**src/design/shrc_pkg.sv**
```systemverilog
// Shared types, codes and constants of the servo hold and release controller.
`timescale 1ns / 1ps

package shrc_pkg;

  // Default widths of the value path and of the release timer.
  localparam int VALUE_BITS_DEF = 16;
  localparam int TIMER_BITS_DEF = 16;

  // Fixed field widths.
  localparam int ANGLE_BITS     = 8;
  localparam int MODE_BITS      = 3;
  localparam int FUNC_BITS      = 3;
  localparam int REG_IDX_BITS   = 3;
  localparam int OUT_TDATA_BITS = 16;

  // Command codes carried in the input tuser.
  localparam logic [FUNC_BITS-1:0] FUNC_TICK      = 3'd0;
  localparam logic [FUNC_BITS-1:0] FUNC_SET_ANGLE = 3'd1;
  localparam logic [FUNC_BITS-1:0] FUNC_SET_VALUE = 3'd2;
  localparam logic [FUNC_BITS-1:0] FUNC_GO_MIN    = 3'd3;
  localparam logic [FUNC_BITS-1:0] FUNC_GO_MAX    = 3'd4;
  localparam logic [FUNC_BITS-1:0] FUNC_START     = 3'd5;

  // Register indexes on the configuration port.
  localparam logic [REG_IDX_BITS-1:0] REG_MODE          = 3'd0;
  localparam logic [REG_IDX_BITS-1:0] REG_LO_LIMIT      = 3'd1;
  localparam logic [REG_IDX_BITS-1:0] REG_HI_LIMIT      = 3'd2;
  localparam logic [REG_IDX_BITS-1:0] REG_NEUTRAL_ANGLE = 3'd3;
  localparam logic [REG_IDX_BITS-1:0] REG_VALUE_LOW     = 3'd4;
  localparam logic [REG_IDX_BITS-1:0] REG_VALUE_HIGH    = 3'd5;
  localparam logic [REG_IDX_BITS-1:0] REG_RELEASE_TICKS = 3'd6;

  // Bit positions inside the mode register.
  localparam int MODE_ENABLE        = 0;
  localparam int MODE_NEUTRAL_START = 1;
  localparam int MODE_NEUTRAL_MOVE  = 2;

  // Register reset values.
  localparam logic [ANGLE_BITS-1:0] HI_LIMIT_RST      = 8'd180;
  localparam logic [ANGLE_BITS-1:0] NEUTRAL_ANGLE_RST = 8'd90;
  localparam int                    VALUE_HIGH_RST    = 1000;

  // One result word, fields listed from the highest bit down as on the output tdata.
  typedef struct packed {
    logic                  scale_fault;
    logic                  position_flag;
    logic                  angle_written;
    logic                  drive_on;
    logic [ANGLE_BITS-1:0] drive_angle;
  } shrc_result_t;

endpackage

```
**src/design/shrc_scaler.sv**
```systemverilog
// Bit-serial multiply and divide unit that maps a raw value onto the angle range.
`timescale 1ns / 1ps

module shrc_scaler
  import shrc_pkg::*;
#(
  parameter int VALUE_BITS = VALUE_BITS_DEF
) (
  input  logic                         clk_i,
  input  logic                         rst_ni,
  input  logic                         start_i,
  input  logic signed [ANGLE_BITS:0]   span_i,     // upper limit - lower limit
  input  logic signed [VALUE_BITS:0]   delta_i,    // operand - value_low
  input  logic signed [VALUE_BITS:0]   divisor_i,  // value_high - value_low, never zero
  input  logic        [ANGLE_BITS-1:0] base_i,     // lower angle limit
  output logic                         done_o,
  output logic        [VALUE_BITS-1:0] result_o
);

  // Product and quotient share one shift register of this width.
  localparam int PW = VALUE_BITS + ANGLE_BITS;
  localparam int CW = $clog2(PW);

  typedef enum logic [4:0] {
    SC_IDLE = 5'b00001,
    SC_MUL  = 5'b00010,
    SC_DIV  = 5'b00100,
    SC_FIX  = 5'b01000,
    SC_DONE = 5'b10000
  } sc_state_e;

  sc_state_e              st_q, st_d;
  logic [CW-1:0]          cnt_q, cnt_d;
  logic [PW-1:0]          p_q, p_d;
  logic [VALUE_BITS-1:0]  r_q, r_d;
  logic [ANGLE_BITS-1:0]  mag_a_q, mag_a_d;
  logic [VALUE_BITS-1:0]  div_q, div_d;
  logic                   neg_q, neg_d;
  logic [ANGLE_BITS-1:0]  base_q, base_d;
  logic [VALUE_BITS-1:0]  res_q, res_d;

  logic [ANGLE_BITS:0]    span_abs;
  logic [VALUE_BITS:0]    delta_abs;
  logic [VALUE_BITS:0]    divisor_abs;
  logic [ANGLE_BITS:0]    mul_sum;
  logic [VALUE_BITS:0]    r_sh;
  logic [VALUE_BITS:0]    r_sub;
  logic                   q_bit;
  logic signed [PW:0]     q_s;
  logic signed [PW+1:0]   t_s;

  // Saturation bounds of the signed value range, at the width of the sum.
  localparam logic signed [PW+1:0] SAT_HI =
    {{(PW + 3 - VALUE_BITS){1'b0}}, {(VALUE_BITS - 1){1'b1}}};
  localparam logic signed [PW+1:0] SAT_LO =
    {{(PW + 3 - VALUE_BITS){1'b1}}, {(VALUE_BITS - 1){1'b0}}};

  // Magnitudes of the operands; all of them fit one bit less than their inputs.
  assign span_abs    = span_i[ANGLE_BITS] ? (-span_i) : span_i;
  assign delta_abs   = delta_i[VALUE_BITS] ? (-delta_i) : delta_i;
  assign divisor_abs = divisor_i[VALUE_BITS] ? (-divisor_i) : divisor_i;

  // Shift-add multiply step: one multiplier bit per cycle, narrow adder on the top.
  assign mul_sum = {1'b0, p_q[PW-1:VALUE_BITS]} +
                   (p_q[0] ? {1'b0, mag_a_q} : {(ANGLE_BITS + 1){1'b0}});

  // Restoring divide step: one quotient bit per cycle.
  assign r_sh  = {r_q, p_q[PW-1]};
  assign q_bit = (r_sh >= {1'b0, div_q});
  assign r_sub = r_sh - {1'b0, div_q};

  // Sign, offset and saturation of the quotient.
  assign q_s = neg_q ? (-$signed({1'b0, p_q})) : $signed({1'b0, p_q});
  assign t_s = $signed({q_s[PW], q_s}) + $signed({{(PW + 2 - ANGLE_BITS){1'b0}}, base_q});

  // Sequencer and datapath next state.
  always_comb begin
    st_d    = st_q;
    cnt_d   = cnt_q;
    p_d     = p_q;
    r_d     = r_q;
    mag_a_d = mag_a_q;
    div_d   = div_q;
    neg_d   = neg_q;
    base_d  = base_q;
    res_d   = res_q;
    unique case (st_q)
      SC_IDLE: begin
        if (start_i) begin
          mag_a_d = span_abs[ANGLE_BITS-1:0];
          div_d   = divisor_abs[VALUE_BITS-1:0];
          neg_d   = span_i[ANGLE_BITS] ^ delta_i[VALUE_BITS] ^ divisor_i[VALUE_BITS];
          base_d  = base_i;
          p_d     = {{ANGLE_BITS{1'b0}}, delta_abs[VALUE_BITS-1:0]};
          cnt_d   = '0;
          st_d    = SC_MUL;
        end
      end
      SC_MUL: begin
        p_d   = {mul_sum, p_q[VALUE_BITS-1:1]};
        cnt_d = cnt_q + 1'b1;
        if (cnt_q == CW'(VALUE_BITS - 1)) begin
          cnt_d = '0;
          r_d   = '0;
          st_d  = SC_DIV;
        end
      end
      SC_DIV: begin
        p_d   = {p_q[PW-2:0], q_bit};
        r_d   = q_bit ? r_sub[VALUE_BITS-1:0] : r_sh[VALUE_BITS-1:0];
        cnt_d = cnt_q + 1'b1;
        if (cnt_q == CW'(PW - 1)) begin
          st_d = SC_FIX;
        end
      end
      SC_FIX: begin
        if (t_s > SAT_HI) begin
          res_d = SAT_HI[VALUE_BITS-1:0];
        end else if (t_s < SAT_LO) begin
          res_d = SAT_LO[VALUE_BITS-1:0];
        end else begin
          res_d = t_s[VALUE_BITS-1:0];
        end
        st_d = SC_DONE;
      end
      SC_DONE: begin
        st_d = SC_IDLE;
      end
      default: begin
        st_d = SC_IDLE;
      end
    endcase
  end

  // Control state.
  always_ff @(posedge clk_i or negedge rst_ni) begin
    if (!rst_ni) begin
      st_q  <= SC_IDLE;
      cnt_q <= '0;
    end else begin
      st_q  <= st_d;
      cnt_q <= cnt_d;
    end
  end

  // Datapath registers.
  always_ff @(posedge clk_i) begin
    p_q     <= p_d;
    r_q     <= r_d;
    mag_a_q <= mag_a_d;
    div_q   <= div_d;
    neg_q   <= neg_d;
    base_q  <= base_d;
    res_q   <= res_d;
  end

  assign done_o   = (st_q == SC_DONE);
  assign result_o = res_q;

  // A new job only starts when the unit is free.
  a_start_idle: assert property (@(posedge clk_i) disable iff (!rst_ni)
    start_i |-> (st_q == SC_IDLE))
    else $error("scaler started while busy");

  // A zero divisor is filtered out before the unit is started.
  a_divisor_nonzero: assert property (@(posedge clk_i) disable iff (!rst_ni)
    start_i |-> (divisor_i != '0))
    else $error("scaler started with a zero divisor");

  // The partial remainder always stays below the divisor.
  a_rem_bound: assert property (@(posedge clk_i) disable iff (!rst_ni)
    (st_q == SC_DIV) |=> (r_q < div_q))
    else $error("divider remainder out of range");

endmodule

```
**src/design/servo_hold_release_controller_top.sv**
```systemverilog
// Top level of the servo hold and release controller: registers, command handling, output.
`timescale 1ns / 1ps

// One servo channel. Each input word carries a command code in s_axis_tuser_i and
// an operand in s_axis_tdata_i; each accepted word yields exactly one result word on
// the m_axis side with the drive angle and status flags.
// Ticks and all commands except a set value that starts the scaling unit are handled
// in the cycle they are accepted, and the result is registered for the m_axis side.
// Such a set value runs through a bit-serial multiply and divide unit: a shift-add
// multiply, a restoring division, a sign fix with saturation and a hand-over step
// before its result is registered in the same way. The block takes one word at a
// time; s_axis_tready_o is high whenever no word is in flight.
// A finished result waits in the output register while the block already accepts
// the next word; if that word's result is ready before the receiver takes the first
// one, it is parked in a hold register and s_axis_tready_o stays low until it moves.
// Configuration writes on cfg_we_i take effect at once and are meant for idle time.
// Reset clears all channel state, loads the register defaults and empties the output.

module servo_hold_release_controller_top
  import shrc_pkg::*;
#(
  parameter int VALUE_BITS = VALUE_BITS_DEF,
  parameter int TIMER_BITS = TIMER_BITS_DEF
) (
  input  logic                        clk_i,
  input  logic                        rst_ni,
  // Input stream.
  input  logic                        s_axis_tvalid_i,
  output logic                        s_axis_tready_o,
  input  logic [((VALUE_BITS + 7) / 8) * 8 - 1:0] s_axis_tdata_i,   // operand
  input  logic [FUNC_BITS-1:0]        s_axis_tuser_i,   // func
  // Output stream.
  output logic                        m_axis_tvalid_o,
  input  logic                        m_axis_tready_i,
  // drive_angle, drive_on, angle_written, position_flag, scale_fault
  output logic [OUT_TDATA_BITS-1:0]   m_axis_tdata_o,
  // Configuration write port.
  input  logic                        cfg_we_i,
  input  logic [REG_IDX_BITS-1:0]     cfg_index_i,
  input  logic [((VALUE_BITS > TIMER_BITS) ? VALUE_BITS : TIMER_BITS) - 1:0] cfg_data_i
);

  // The target is one bit wider than a value so that angles up to 255 stay positive.
  localparam int TW            = VALUE_BITS + 1;
  localparam int RESULT_BITS   = $bits(shrc_result_t);

  typedef enum logic [2:0] {
    ST_IDLE  = 3'b001,
    ST_SCALE = 3'b010,
    ST_HOLD  = 3'b100
  } ctl_state_e;

  // Configuration registers.
  logic [MODE_BITS-1:0]         mode_q;
  logic [ANGLE_BITS-1:0]        lo_limit_q;
  logic [ANGLE_BITS-1:0]        hi_limit_q;
  logic [ANGLE_BITS-1:0]        neutral_q;
  logic [VALUE_BITS-1:0]        value_low_q;
  logic [VALUE_BITS-1:0]        value_high_q;
  logic [TIMER_BITS-1:0]        release_ticks_q;

  // Channel state.
  ctl_state_e                   st_q, st_d;
  logic signed [TW-1:0]         target_q, target_d;
  logic [ANGLE_BITS-1:0]        current_q, current_d;
  logic                         attached_q, attached_d;
  logic                         armed_q, armed_d;
  logic [TIMER_BITS-1:0]        count_q, count_d;
  logic                         end_flag_q, end_flag_d;

  // Output side.
  logic                         m_valid_q, m_valid_d;
  shrc_result_t                 m_res_q, m_res_d;
  shrc_result_t                 pend_q, pend_d;

  logic [VALUE_BITS-1:0]        operand;
  logic signed [TW-1:0]         operand_x;
  logic signed [TW-1:0]         min_x, max_x, current_x, neutral_x;
  logic [TIMER_BITS-1:0]        count_dec;
  logic                         enabled;
  logic                         in_fire;
  logic                         out_free;
  logic                         produce;
  logic                         written;
  logic                         fault;
  shrc_result_t                 res;

  logic                         sc_start;
  logic signed [ANGLE_BITS:0]   sc_span;
  logic signed [VALUE_BITS:0]   sc_delta;
  logic signed [VALUE_BITS:0]   sc_divisor;
  logic                         sc_done;
  logic [VALUE_BITS-1:0]        sc_result;

  assign operand   = s_axis_tdata_i[VALUE_BITS-1:0];
  assign operand_x = $signed({operand[VALUE_BITS-1], operand});
  assign min_x     = $signed({{(TW - ANGLE_BITS){1'b0}}, lo_limit_q});
  assign max_x     = $signed({{(TW - ANGLE_BITS){1'b0}}, hi_limit_q});
  assign current_x = $signed({{(TW - ANGLE_BITS){1'b0}}, current_q});
  assign neutral_x = $signed({{(TW - ANGLE_BITS){1'b0}}, neutral_q});
  assign count_dec = (count_q != '0) ? (count_q - 1'b1) : count_q;
  assign enabled   = mode_q[MODE_ENABLE];
  assign in_fire   = s_axis_tvalid_i && s_axis_tready_o;
  assign out_free  = !m_valid_q || m_axis_tready_i;

  // Operands of the scaling unit.
  assign sc_span    = $signed({1'b0, hi_limit_q}) - $signed({1'b0, lo_limit_q});
  assign sc_delta   = operand_x - $signed({value_low_q[VALUE_BITS-1], value_low_q});
  assign sc_divisor = $signed({value_high_q[VALUE_BITS-1], value_high_q}) -
                      $signed({value_low_q[VALUE_BITS-1], value_low_q});

  shrc_scaler #(
    .VALUE_BITS (VALUE_BITS)
  ) u_scaler (
    .clk_i     (clk_i),
    .rst_ni    (rst_ni),
    .start_i   (sc_start),
    .span_i    (sc_span),
    .delta_i   (sc_delta),
    .divisor_i (sc_divisor),
    .base_i    (lo_limit_q),
    .done_o    (sc_done),
    .result_o  (sc_result)
  );

  // Command handling and result formation.
  always_comb begin
    st_d       = st_q;
    target_d   = target_q;
    current_d  = current_q;
    attached_d = attached_q;
    armed_d    = armed_q;
    count_d    = count_q;
    end_flag_d = end_flag_q;
    sc_start   = 1'b0;
    produce    = 1'b0;
    written    = 1'b0;
    fault      = 1'b0;

    unique case (st_q)
      ST_IDLE: begin
        if (in_fire) begin
          produce = 1'b1;
          if (enabled) begin
            unique case (s_axis_tuser_i)
              FUNC_TICK: begin
                if (target_q != current_x) begin
                  // Clamp, lower limit first, then drive and reload the countdown.
                  if (target_q < min_x) begin
                    target_d = min_x;
                  end else if (target_q > max_x) begin
                    target_d = max_x;
                  end
                  current_d  = target_d[ANGLE_BITS-1:0];
                  attached_d = 1'b1;
                  written    = 1'b1;
                  count_d    = release_ticks_q;
                  armed_d    = (release_ticks_q != '0);
                end else if (armed_q) begin
                  count_d = count_dec;
                  if (count_dec == '0) begin
                    if (mode_q[MODE_NEUTRAL_MOVE] && (current_q != neutral_q)) begin
                      target_d = neutral_x;
                    end else begin
                      attached_d = 1'b0;
                      armed_d    = 1'b0;
                    end
                  end
                end
              end
              FUNC_SET_ANGLE: begin
                target_d = operand_x;
              end
              FUNC_SET_VALUE: begin
                if (value_high_q == value_low_q) begin
                  fault = 1'b1;
                end else begin
                  produce  = 1'b0;
                  sc_start = 1'b1;
                  st_d     = ST_SCALE;
                end
              end
              FUNC_GO_MIN: begin
                target_d   = min_x;
                end_flag_d = 1'b0;
              end
              FUNC_GO_MAX: begin
                target_d   = max_x;
                end_flag_d = 1'b1;
              end
              FUNC_START: begin
                if (mode_q[MODE_NEUTRAL_START]) begin
                  current_d  = neutral_q;
                  target_d   = neutral_x;
                  attached_d = 1'b1;
                  written    = 1'b1;
                  count_d    = release_ticks_q;
                  armed_d    = (release_ticks_q != '0);
                end
              end
              default: begin
              end
            endcase
          end
        end
      end
      ST_SCALE: begin
        if (sc_done) begin
          target_d = $signed({sc_result[VALUE_BITS-1], sc_result});
          produce  = 1'b1;
          st_d     = ST_IDLE;
        end
      end
      ST_HOLD: begin
        if (out_free) begin
          st_d = ST_IDLE;
        end
      end
      default: begin
        st_d = ST_IDLE;
      end
    endcase

    res.drive_angle   = current_d;
    res.drive_on      = attached_d;
    res.angle_written = written;
    res.position_flag = end_flag_d;
    res.scale_fault   = fault;
  end

  // Output register with a one-word hold stage behind it.
  always_comb begin
    m_valid_d = m_valid_q && !m_axis_tready_i;
    m_res_d   = m_res_q;
    pend_d    = pend_q;
    if (st_q == ST_HOLD) begin
      if (out_free) begin
        m_valid_d = 1'b1;
        m_res_d   = pend_q;
      end
    end else if (produce) begin
      if (out_free) begin
        m_valid_d = 1'b1;
        m_res_d   = res;
      end else begin
        pend_d = res;
      end
    end
  end

  // Configuration registers.
  always_ff @(posedge clk_i or negedge rst_ni) begin
    if (!rst_ni) begin
      mode_q          <= '0;
      lo_limit_q      <= '0;
      hi_limit_q      <= HI_LIMIT_RST;
      neutral_q       <= NEUTRAL_ANGLE_RST;
      value_low_q     <= '0;
      value_high_q    <= VALUE_BITS'(VALUE_HIGH_RST);
      release_ticks_q <= '0;
    end else if (cfg_we_i) begin
      unique case (cfg_index_i)
        REG_MODE:          mode_q          <= cfg_data_i[MODE_BITS-1:0];
        REG_LO_LIMIT:      lo_limit_q      <= cfg_data_i[ANGLE_BITS-1:0];
        REG_HI_LIMIT:      hi_limit_q      <= cfg_data_i[ANGLE_BITS-1:0];
        REG_NEUTRAL_ANGLE: neutral_q       <= cfg_data_i[ANGLE_BITS-1:0];
        REG_VALUE_LOW:     value_low_q     <= cfg_data_i[VALUE_BITS-1:0];
        REG_VALUE_HIGH:    value_high_q    <= cfg_data_i[VALUE_BITS-1:0];
        REG_RELEASE_TICKS: release_ticks_q <= cfg_data_i[TIMER_BITS-1:0];
        default: begin
        end
      endcase
    end
  end

  // Channel state and handshake control.
  always_ff @(posedge clk_i or negedge rst_ni) begin
    if (!rst_ni) begin
      st_q       <= ST_IDLE;
      target_q   <= '0;
      current_q  <= '0;
      attached_q <= 1'b0;
      armed_q    <= 1'b0;
      count_q    <= '0;
      end_flag_q <= 1'b0;
      m_valid_q  <= 1'b0;
    end else begin
      st_q       <= (produce && !out_free) ? ST_HOLD : st_d;
      target_q   <= target_d;
      current_q  <= current_d;
      attached_q <= attached_d;
      armed_q    <= armed_d;
      count_q    <= count_d;
      end_flag_q <= end_flag_d;
      m_valid_q  <= m_valid_d;
    end
  end

  // Result words need no reset; their valid flag guards them.
  always_ff @(posedge clk_i) begin
    m_res_q <= m_res_d;
    pend_q  <= pend_d;
  end

  assign s_axis_tready_o = (st_q == ST_IDLE);
  assign m_axis_tvalid_o = m_valid_q;
  assign m_axis_tdata_o  = {{(OUT_TDATA_BITS - RESULT_BITS){1'b0}}, m_res_q};

  // A parked word only exists while the output register is still full.
  a_hold_full: assert property (@(posedge clk_i) disable iff (!rst_ni)
    (st_q == ST_HOLD) |-> m_valid_q)
    else $error("hold stage used with an empty output register");

  // A parked word moves out as soon as the output register frees up.
  a_hold_moves: assert property (@(posedge clk_i) disable iff (!rst_ni)
    ((st_q == ST_HOLD) && m_axis_tready_i) |=> (m_valid_q && (st_q == ST_IDLE)))
    else $error("parked word not moved to the output");

  // The scaling unit reports only for a set value in flight.
  a_scaler_owned: assert property (@(posedge clk_i) disable iff (!rst_ni)
    sc_done |-> (st_q == ST_SCALE))
    else $error("scaler result without a pending set value");

  // An armed countdown always belongs to an attached drive.
  a_armed_attached: assert property (@(posedge clk_i) disable iff (!rst_ni)
    armed_q |-> attached_q)
    else $error("release countdown armed while the drive is released");

endmodule
```
**config.mk**
```make
export PLATFORM = sky130hd
export DESIGN_NAME = servo_hold_release_controller_top
export DESIGN_NICKNAME = d
export VERILOG_FILES = /design/src/design/shrc_pkg.sv /design/src/design/shrc_scaler.sv /design/src/design/servo_hold_release_controller_top.sv
export SDC_FILE = /design/constraint.sdc
export NUM_CORES = 1
export LEC_CHECK = 0
export ABC_CLOCK_PERIOD_IN_PS = 12900
export BUFFER_PORTS_ARGS = -buffer_cell sky130_fd_sc_hd__buf_2
export CORE_ASPECT_RATIO = 1.75
export CORE_MARGIN = 8
export CORE_UTILIZATION = 51
export CTS_CLUSTER_DIAMETER = 60
export DETAILED_ROUTE_END_ITERATION = 7
export HOLD_SLACK_MARGIN = 0.15
export PLACE_DENSITY = 0.68
export SYNTH_ARGS = -nofsm -noshare
export SYNTH_HDL_FRONTEND = slang
export SYNTH_SLANG_ARGS = --single-unit
export TNS_END_PERCENT = 1
```
**constraint.sdc**
```tcl
create_clock -name clk_i -period 12.9 [get_ports clk_i]
set_input_delay 2.58 -clock clk_i [delete_from_list [all_inputs] [get_ports clk_i]]
set_output_delay 2.58 -clock clk_i [all_outputs]
set_load 0.05 [all_outputs]
```
# Word level (Yosys, flattened, before mapping)
# Index checks and enable logic that the tools add are counted.
# W data, S select, Z words.
# totals
word_cells	234
inputBits	43
reg_bits	246
# classes
eq_ne	46
n_addsub	12
n_reduce_logical	36
n_bitwise	4
muxes	96
order_cmp	5
# ops
operator	count
$mux W17	10
$mux W16	9
$pmux W17 S5	1
$pmux W24 S3	1
$pmux W16 S2	2
$mux W8	7
$mux W12	4
$mux W1	38
$pmux W17 S2	1
$sub A16 B16 Y17	2
$neg A16 Y16	2
$reduce_bool A16 Y1	2
$add A25 B9 Y26	1
$gt A26 B16 Y1 const B	1
$lt A26 B16 Y1 const B	1
$mux W25	1
$mux W5	5
$neg A24 Y25	1
$mux W24	1
$mux W3	7
$ne A3 B3 Y1 const B	7
$pmux W5 S4	1
$reduce_and A2 Y1	10
$eq A3 B3 Y1 const B	6
other kinds (43)	78

# Depth between registers and ports, before layout
# Gate-level depths: netlist of the first run.
# logic_depth
word_depth	13
depth_mapped	19
mapped_depth_nobuf	16

# Cells and area by module
# A second synthesis of the first run with hierarchy kept.
# unflattened
cells_unflattened	1707
area_unflattened_um2	16818.6
# modules_own_cells
mod	seq_area_each_um2	area_each_um2	n_inst	cells_each
servo_hold_release_controller_top	3792.4	9445.3	1	965
shrc_scaler	2924.1	7373.3	1	742

# Least setup slack after synthesis of the first run
# Ideal clock, no wire load.
# synth_path
path_kind	input -> register
from	input port s_axis_tuser_i[0]
to	register u_scaler.base_q[0], enable pin
required_ns	12.433
path_stages	5
path_buffers	0
setup_slack_ns	6.888
arrival_time_ns	5.546
path_cell_list	nor2_1 and4_1 and3_1 nand3b_1 nor3_1
# synth_via
elab_chain_cells	6
# synth_lines
element	line	text
from (decl)	servo_hold_release_controller_top.sv:31	input logic [FUNC_BITS-1:0] s_axis_tuser_i,
$eq A3 B2 Y1	servo_hold_release_controller_top.sv:145	unique case (s_axis_tuser_i)
$mux W1	servo_hold_release_controller_top.sv:145	
$mux W1	servo_hold_release_controller_top.sv:144	if (enabled) begin
$mux W1	servo_hold_release_controller_top.sv:142	if (in_fire) begin
$mux W1	servo_hold_release_controller_top.sv:140	unique case (st_q)
$reduce_and A2 Y1 (no source line)	n/a	
to (signal assigned)	shrc_scaler.sv:153	base_q <= base_d;
to (decl)	shrc_scaler.sv:39	logic [ANGLE_BITS-1:0] base_q, base_d;
# Every way passes these cells.
# A chain may end at the register's enable or synchronous reset.

# Worst setup path after layout of the first run
# layout_path
from	input port s_axis_tdata_i[0]
to	register u_scaler.p_q[15], data pin
# layout_via
elab_chain_cells	5
# layout_lines
element	line	text
from (decl)	servo_hold_release_controller_top.sv:30	input logic [((VALUE_BITS + 7) / 8) * 8 - 1:0] s_axis_tdata_i,
$sub A16 B16 Y17 *	servo_hold_release_controller_top.sv:108	assign sc_delta = operand_x - $signed({value_low_q[VALUE_BITS-1], value_low_q});
$neg A16 Y16	shrc_scaler.sv:60	assign delta_abs = delta_i[VALUE_BITS] ? (-delta_i) : delta_i;
$mux W16 *	shrc_scaler.sv:60	
$mux W24 *	shrc_scaler.sv:89	if (start_i) begin
$pmux W24 S3 *	shrc_scaler.sv:87	unique case (st_q)
via u_scaler.p_d[15]	shrc_scaler.sv:34	logic [PW-1:0] p_q, p_d;
to (signal assigned)	shrc_scaler.sv:148	p_q <= p_d;
to (decl)	shrc_scaler.sv:34	
# Mark *: on every way through the listed nets, which the timed path passes. The rest lies on a longest branch. The select of a mux whose other input is x is not followed.

==> flow_summary.yaml, run 1 <==
route:
  ant_nets: 0
  dr_total_vias: 13800
  dr.first_iter.drc_count: 815
  route.detailed.drc: 0
  firstDrtPassIters: 6
  vias_per_cell: 6.21
  wirelength_um: 45600
  wl_per_cell_um: 20.6
sta:
  min_period_over_period_pct: 41.9
  finalSetupViolations: 0
  fin_tns_setup_ps: 0
  clock_skew_ps: 11.9
  max_slew_margin_pct: 28.9
  max_freq_ghz: 0.185
  report.final.slew_viol_count: 0
  fin_crit_ps: 5410
  rsz0062_at_grt: "false"
  worst_slack_ps: 7490
  finalHoldViolCount: 0
  fin_hold_ws_ps: 509
  tightest_slew_ps: 1060
synth:
  synth_top_area_share_pct: 20.1
  synth.cell_area_mm2: 0.0169
  yosys_register_bits: 245
  synth_xor_area_share_pct: 6.75
  ys_async_sr_fraction_pct: 53.9
  synth_cell_types: 81
  synthTopCellsByArea: "edfxtp_1, dfrtp_1, ha_1, mux2_2, xnor2_1"
  synthSimpleGateAreaFrac_pct: 15.4
  synth_compound_area_share_pct: 19.2
  synthAdderAreaFrac_pct: 7.98
  synth_edf_count: 113
  synth_top_family_by_area: "compound AO/OA/AOI/OAI gates"
  ys.flop_type: "dfrtp_1"
  muxShareOfSynthArea_pct: 6.35
  synth_seq_area_share_pct: 39.8
  ys_warn_count: 0
  synth_area_per_cell_um2: 9.58
  synth_top_cell_by_area: "edfxtp_1"
  netlist_instances: 1760
clock_tree:
  cts_tree: "done"
  cts_htree_levels: 1
  numClockSinks: 245
  cts_setup_buffers: 0
  cts_buffer_depth: 3
  cts-root-buf: "clkbuf_16"
  clkTransAtPathRegs_ps: 70
  worstSkewPairLatency_ps: 540
  cts_buffers: 24
  ctsResizeCount: 0
  hold_buffers: 0
final_layout:
  syn2layout_area_growth_pct: 9.07
  diodes: 0
  nNetsFinal: 1939
  fin_area_mm2: 0.0184
  drive_gt1_share_pct: 13.6
critical_path:
  cp_slowest_cell: "fa_1"
  reg2reg_depth: 16
  cp-start-kind: "input port"
  critPathKind: "in -> reg"
  arrival_ps: 5670
  worst_path_largest_cell_delay_ps: 400
  worst_setup_path_end_kind: "register"
  path_cells: "buf_2 -> inv_1 -> ha_1 -> inv_1 -> fa_1 -> a21o_1 -> a211oi_1 -> o21ai_0 -> a21oi_1 -> o311ai_0 -> a21oi_1 -> nand3_1 -> o31ai_1 -> xnor2_1 -> o21ai_0"
  r2r-start: "u_scaler.p_q[0]"
  timing.rr.end: "u_scaler.result_o[0]"
  critPathTopFamily: "compound AO/OA/AOI/OAI gates"
  cp.required_ps: 13160
  regToRegSetupSlack_ps: 7600
  cp_num_cells: 15
  crit_fanout: 4
  crit_buf_inv: 3
floorplan:
  initial_core_util_pct: 51.4
  boundaryPins: 61
  coreArea_mm2: 0.0328
  fp-row-count: 88
  die_area_mm2: 0.0394
  die_width_um: 153
  die_y_um: 257
global_routing:
  antenna_found_initial: 0
  grt_overflow: 0
  grt_pass1_wl_um: 72800
  grt_max_degree: 69
  grt_use_total_pct: 22.8
  grt_pass1_vias: 14100
placement:
  pre_cts_ws_ps: 6950
  place_hpwl_um: 35700
  dpl_cell_area_mm2: 0.0175
  numPortBuffers: 56
  gp_congestion: 0.962
pwr:
  vdd_drop_max_uv: 116
  p_leak_uw: 0.00742
  p_per_area_mw_per_mm2: 174
min_path:
  hold_class: "reg -> reg"
  hold_end: "mode_q[2]"
  hold_depth: 1
  min-delay-start: "mode_q[2]"
status:
  status: "completed"
flow_run:
  drv_cap: 0
synthesized netlist by cell type, drive strengths merged (16+ instances only):
library cell	number
inv	117
a21oi	86
and3	21
xor2	48
nand2	120
edfxtp	113
ha	98
a22oi	33
xnor2	82
clkbuf	54
dfrtp	116
nor2	132
and2	21
nor4	21
a31oi	25
a21o	34
dfstp	16
mux2i	26
o221ai	16
nor3	42
nand4	21
o21ai	137
mux2	72
nor2b	19
buf	16
a22o	18
nand2b	18
nand3	31
per-stage QoR:
step / cells / utilization [%] / power [uW]
floorplan: 1763 / - / 2090
CTS: 2215 / 56.1 / 3200
detailed placement: 2171 / 53.3 / 2420
finish: 2215 / 56.1 / 3200
global placement: 2171 / 53.3 / 2380
global route: 2215 / 56.1 / 3390
report_power, final:
part / internal, uW / total [uW] / switching [uW]
Sequential: 1010 / 1150 / 141
Combinational: 539 / 1260 / 726
Clock: 462 / 779 / 317
registers in the layout, summed over array words and instances (netlist names), 5 cells and up:
| register | cells |
|---|---|
| u_scaler.p_q | 24 |
| u_scaler.cnt_q | 5 |
| u_scaler.base_q | 8 |
| u_scaler.result_o | 16 |
| value_low_q | 16 |
| value_high_q | 16 |
| lo_limit_q | 8 |
| target_q | 16 |
| m_axis_tdata_o | 12 |
| u_scaler.st_q | 5 |
| count_q | 16 |
| u_scaler.mag_a_q | 8 |
| pend_q | 12 |
| hi_limit_q | 8 |
| current_q | 8 |
| u_scaler.div_q | 16 |
| release_ticks_q | 16 |
| u_scaler.r_q | 16 |
| neutral_q | 8 |
worst register-to-register path: stages (launching register included):
cell       delay [ps]
edfxtp_1          640
inv_1              90
ha_1              330
inv_1             190
nand2_1            90
xnor2_1           170
ha_1              370
nor2b_1           130
o21ai_0           130
a211o_1           380
a211oi_1          680
nand4_1           360
nor4_1            340
o2bb2ai_1          90
o41ai_1           360
a211o_2           460
o21ai_0           190
cells by family after synthesis:
group,Yosys count
muxes,98
DFF,245
buffers and inverters,187
xor gates and xnor gates,130
other,1
AOI/OAI and AO/OA,485
and+or+nand+nor,510
adders and majority gates,104
final cells by class:
class | instances | area [um2]
clock buffers | 34 | 773
flip-flops and latches | 245 | 6720
fillers | 2913 | 14400
clock inverters | 10 | 118
repair buffers | 73 | 414
well taps | 405 | 507
multi-input cells | 1331 | 9430
inverters | 117 | 439
how the worst max path moves through the flow:
stage / startpoint / end
6_report: s_axis_tdata_i[0] / u_scaler.p_q[15]
5_1_grt: s_axis_tdata_i[0] / u_scaler.p_q[15]
4_1_cts: s_axis_tdata_i[0] / u_scaler.p_q[15]
3_5_place_dp: s_axis_tdata_i[0] / u_scaler.p_q[15]
3_3_place_gp: s_axis_tdata_i[0] / u_scaler.p_q[15]
2_1_floorplan: s_axis_tuser_i[0] / u_scaler.base_q[0]
cell usage in the layout (no fill, tap or decap), types with 21 or more instances in the layout:
| cell type | synthesis | layout |
|---|---|---|
| a21o_1 | 34 | 34 |
| a21oi_1 | 85 | 85 |
| a22oi_1 | 33 | 33 |
| a31oi_1 | 25 | 25 |
| and2_1 | 21 | 21 |
| and3_1 | 21 | 21 |
| buf_2 | 1 | 55 |
| clkbuf_16 | 0 | 28 |
| dfrtp_1 | 116 | 116 |
| edfxtp_1 | 113 | 113 |
| ha_1 | 98 | 98 |
| inv_1 | 117 | 117 |
| mux2_2 | 72 | 72 |
| mux2i_1 | 26 | 26 |
| nand2_1 | 120 | 120 |
| nand3_1 | 31 | 31 |
| nand4_1 | 21 | 21 |
| nor2_1 | 132 | 132 |
| nor3_1 | 42 | 40 |
| o21ai_0 | 125 | 124 |
| xnor2_1 | 82 | 82 |
| xor2_1 | 48 | 48 |
metal layers:
| layer | global-route usage (%) | wire length, um |
|---|---|---|
| met4 | 13.2 | 2510 |
| met5 | 0 | 0 |
| met2 | 42.7 | 23900 |
| met1 | 24.4 | 17500 |
| met3 | 2.29 | 1710 |
(Power assumes the default switching activity.)
==> run 2, diff against run 1 <==
--- a/config.mk
+++ b/config.mk
@@ -5,7 +5,8 @@
 export SDC_FILE = /design/constraint.sdc
 export NUM_CORES = 1
 export LEC_CHECK = 0
-export ABC_CLOCK_PERIOD_IN_PS = 12900
+export ABC_AREA = 1
+export ABC_CLOCK_PERIOD_IN_PS = 5100
 export BUFFER_PORTS_ARGS = -buffer_cell sky130_fd_sc_hd__buf_2
 export CORE_ASPECT_RATIO = 1.75
 export CORE_MARGIN = 8
==> constraint.sdc (replaced) <==
create_clock -name clk_i -period 5.1 [get_ports clk_i]
set_input_delay 1.02 -clock clk_i [delete_from_list [all_inputs] [get_ports clk_i]]
set_output_delay 1.02 -clock clk_i [all_outputs]
set_load 0.05 [all_outputs]
==> run 2 against run 1 <==
Net effect: via count rose by 14%; clock skew grew 11 ps; largest cell class unchanged; flip-flop and latch count is the same; sequential power increased to 2.5 times the previous value; highest routed layer unchanged; register-to-register slack worse by 6300 ps; area after synthesis up 3.2%; first-iteration DRC count up 14%; setup slack lost 6200 ps; wire length is 11% higher; design area up 3.8%; hold slack worse by 36 ps; cell count up 28%.
==> flow_summary.yaml, run 2 <==
clock_tree:
  hold_buffers: 0
  clkTransAtPathRegs_ps: 70
  cts_setup_buffers: 0
  cts_htree_levels: 1
  worstSkewPairLatency_ps: 560
  cts_tree: "done"
  cts_buffers: 26
  numClockSinks: 245
  ctsResizeCount: 0
  cts-root-buf: "clkbuf_16"
  cts_buffer_depth: 3
floorplan:
  boundaryPins: 61
  coreArea_mm2: 0.0336
  initial_core_util_pct: 51.7
  fp-row-count: 89
  die_y_um: 260
  die_width_um: 156
  die_area_mm2: 0.0405
placement:
  numPortBuffers: 56
  gp_congestion: 0.970
  dp.cells: 2795
  place_hpwl_um: 40000
status:
  status: "completed"
global_routing:
  grt_pass1_wl_um: 80200
  grt_use_total_pct: 25.1
  antenna_found_initial: 0
  grt_max_degree: 96
  grt_overflow: 0
  grt_pass1_vias: 15500
final_layout:
  layout_commonest_cell: "nand2_1"
  final_cell_mix: "nand2_1, inv_1, nor2_1"
  fin_cells: 2843
  largest_reg_flops: 24
  drive_gt1_share_pct: 8.58
  largest-register: "u_scaler.p_q"
  syn2layout_area_growth_pct: 9.72
  nNetsFinal: 2515
  diodes: 0
route:
  route.detailed.drc: 0
  wl_met2_um: 25700
  ant_nets: 0
  vias_per_cell: 5.49
  dr.first_iter.drc_count: 928
  dr_wl_met3_um: 2030
  wirelength_um: 50600
  firstDrtPassIters: 6
  dr_total_vias: 15600
  wl_per_cell_um: 17.8
  top_layer: "met4"
  wirelength_met1_um: 19100
critical_path:
  critPathKind: "reg -> reg"
  worst_setup_path_end_kind: "register"
  arrival_ps: 4120
  timing.rr.end: "u_scaler.result_o[8]"
  cp.required_ps: 5400
  r2r-start: "u_scaler.p_q[0]"
  crit_fanout: 15
  reg2reg_depth: 23
  regToRegSetupSlack_ps: 1280
  cp-start-kind: "register"
pwr:
  vdd_drop_max_uv: 401
  p_leak_uw: 0.00920
  p_per_area_mw_per_mm2: 434
synth:
  synth_area_per_cell_um2: 7.52
  ys.flop_type: "dfrtp_1"
  synth_edf_count: 113
  yosysMostFrequentCell: "nand2_1"
  yosys_register_bits: 245
  ys_warn_count: 0
  synth_seq_area_share_pct: 38.6
  netlist_top_cells_count: "nand2_1, inv_1, nor2_1"
  synth_top_cell_by_area: "edfxtp_1"
  synthTopCellsByArea: "edfxtp_1, dfrtp_1, nand2_1, ha_1, inv_1"
  synth_top_area_share_pct: 19.5
  netlist_instances: 2315
  synth_cell_types: 56
  ys_async_sr_fraction_pct: 53.9
  synth.cell_area_mm2: 0.0174
sta:
  max_freq_ghz: 0.262
  tightest_slew_ps: 1010
  clock_skew_ps: 22.6
  max_slew_margin_pct: 31.8
  finalSetupViolations: 0
  report.final.slew_viol_count: 0
  fin_hold_ws_ps: 473
  fin_crit_ps: 3820
  fin_tns_setup_ps: 0
  rsz0062_at_grt: "false"
  min_period_over_period_pct: 74.9
  finalHoldViolCount: 0
min_path:
  hold_depth: 2
  hold_class: "reg -> reg"
  hold_end: "target_q[10]"
  min-delay-start: "target_q[10]"
flow_run:
  drv_cap: 0
-- run 2: through the flow --
step	power (uW)	cell area, um2	utilization (%)	worst slack (ps)
floorplan	5310	17400	-	295
global placement	6150	18200	54.0	1300
detailed placement	6230	18200	54.0	1200
CTS	8290	19100	56.8	1280
global route	8870	19100	56.8	846
finish	8290	19100	56.8	1280
-- run 2: worst max-delay path by stage --
| stage | startpoint | to | slack, ps | depth (start not counted) |
|---|---|---|---|---|
| 6_report | u_scaler.p_q[0] | u_scaler.result_o[8] | 1280 | 23 |
| 5_1_grt | u_scaler.p_q[0] | u_scaler.result_o[12] | 850 | 23 |
| 4_1_cts | u_scaler.p_q[0] | u_scaler.result_o[8] | 1280 | 20 |
| 3_5_place_dp | s_axis_tdata_i[0] | u_scaler.p_q[12] | 1200 | 16 |
| 3_3_place_gp | s_axis_tdata_i[0] | u_scaler.p_q[12] | 1300 | 16 |
| 2_1_floorplan | st_q[0] | u_scaler.cnt_q[3] | 300 | 15 |
-- run 2: kinds of logic after synthesis --
logic type      after synthesis  share of synthesized area (%)
xor+xnor                    107                           5.39
compound gates              380                           12.6
simple gates               1124                           27.7
other cells                   1                         0.0216
buf+inv                     354                           7.98
flops                       245                           38.6
fa+ha+maj                   104                           7.74
-- run 2: worst max-delay path, cell delays in order, from the launching register on --
cell      delay, ps
edfxtp_1        630
inv_6            60
ha_1            240
nand2_2         130
nand2_1          70
xor2_1          170
ha_1            370
inv_1            80
nor3_1          190
nand2_1          70
nand2_1         100
nand2_1          50
nand2_1          60
nand2_1         110
inv_1            90
nand2_2          80
nor2_4          150
nand3_1         110
nand2_1          80
inv_1            50
nor2_1          100
nand4_1         170
nand2_2         290
nand2_1         110
-- run 2: layout make-up --
class	count	area [um2]
Sequential cell	245	6720
Clock inverter	17	233
Inverter	304	1150
Tap cell	455	569
Fill cell	3210	14500
Timing Repair Buffer	72	407
Multi-Input combinational cell	1719	9320
Clock buffer	31	701
-- run 2: power breakdown --
group | total [uW] | switching [uW] | internal (uW)
sequential | 2900 | 362 | 2530
clock | 2040 | 839 | 1210
combinational | 3350 | 2190 | 1160
-- run 2: layer usage --
metal	vias to the layer above	track usage, %
li1	7756	-
met1	7245	26.5
met2	448	45.6
met3	163	2.98
met4	0	17.7
met5	-	0
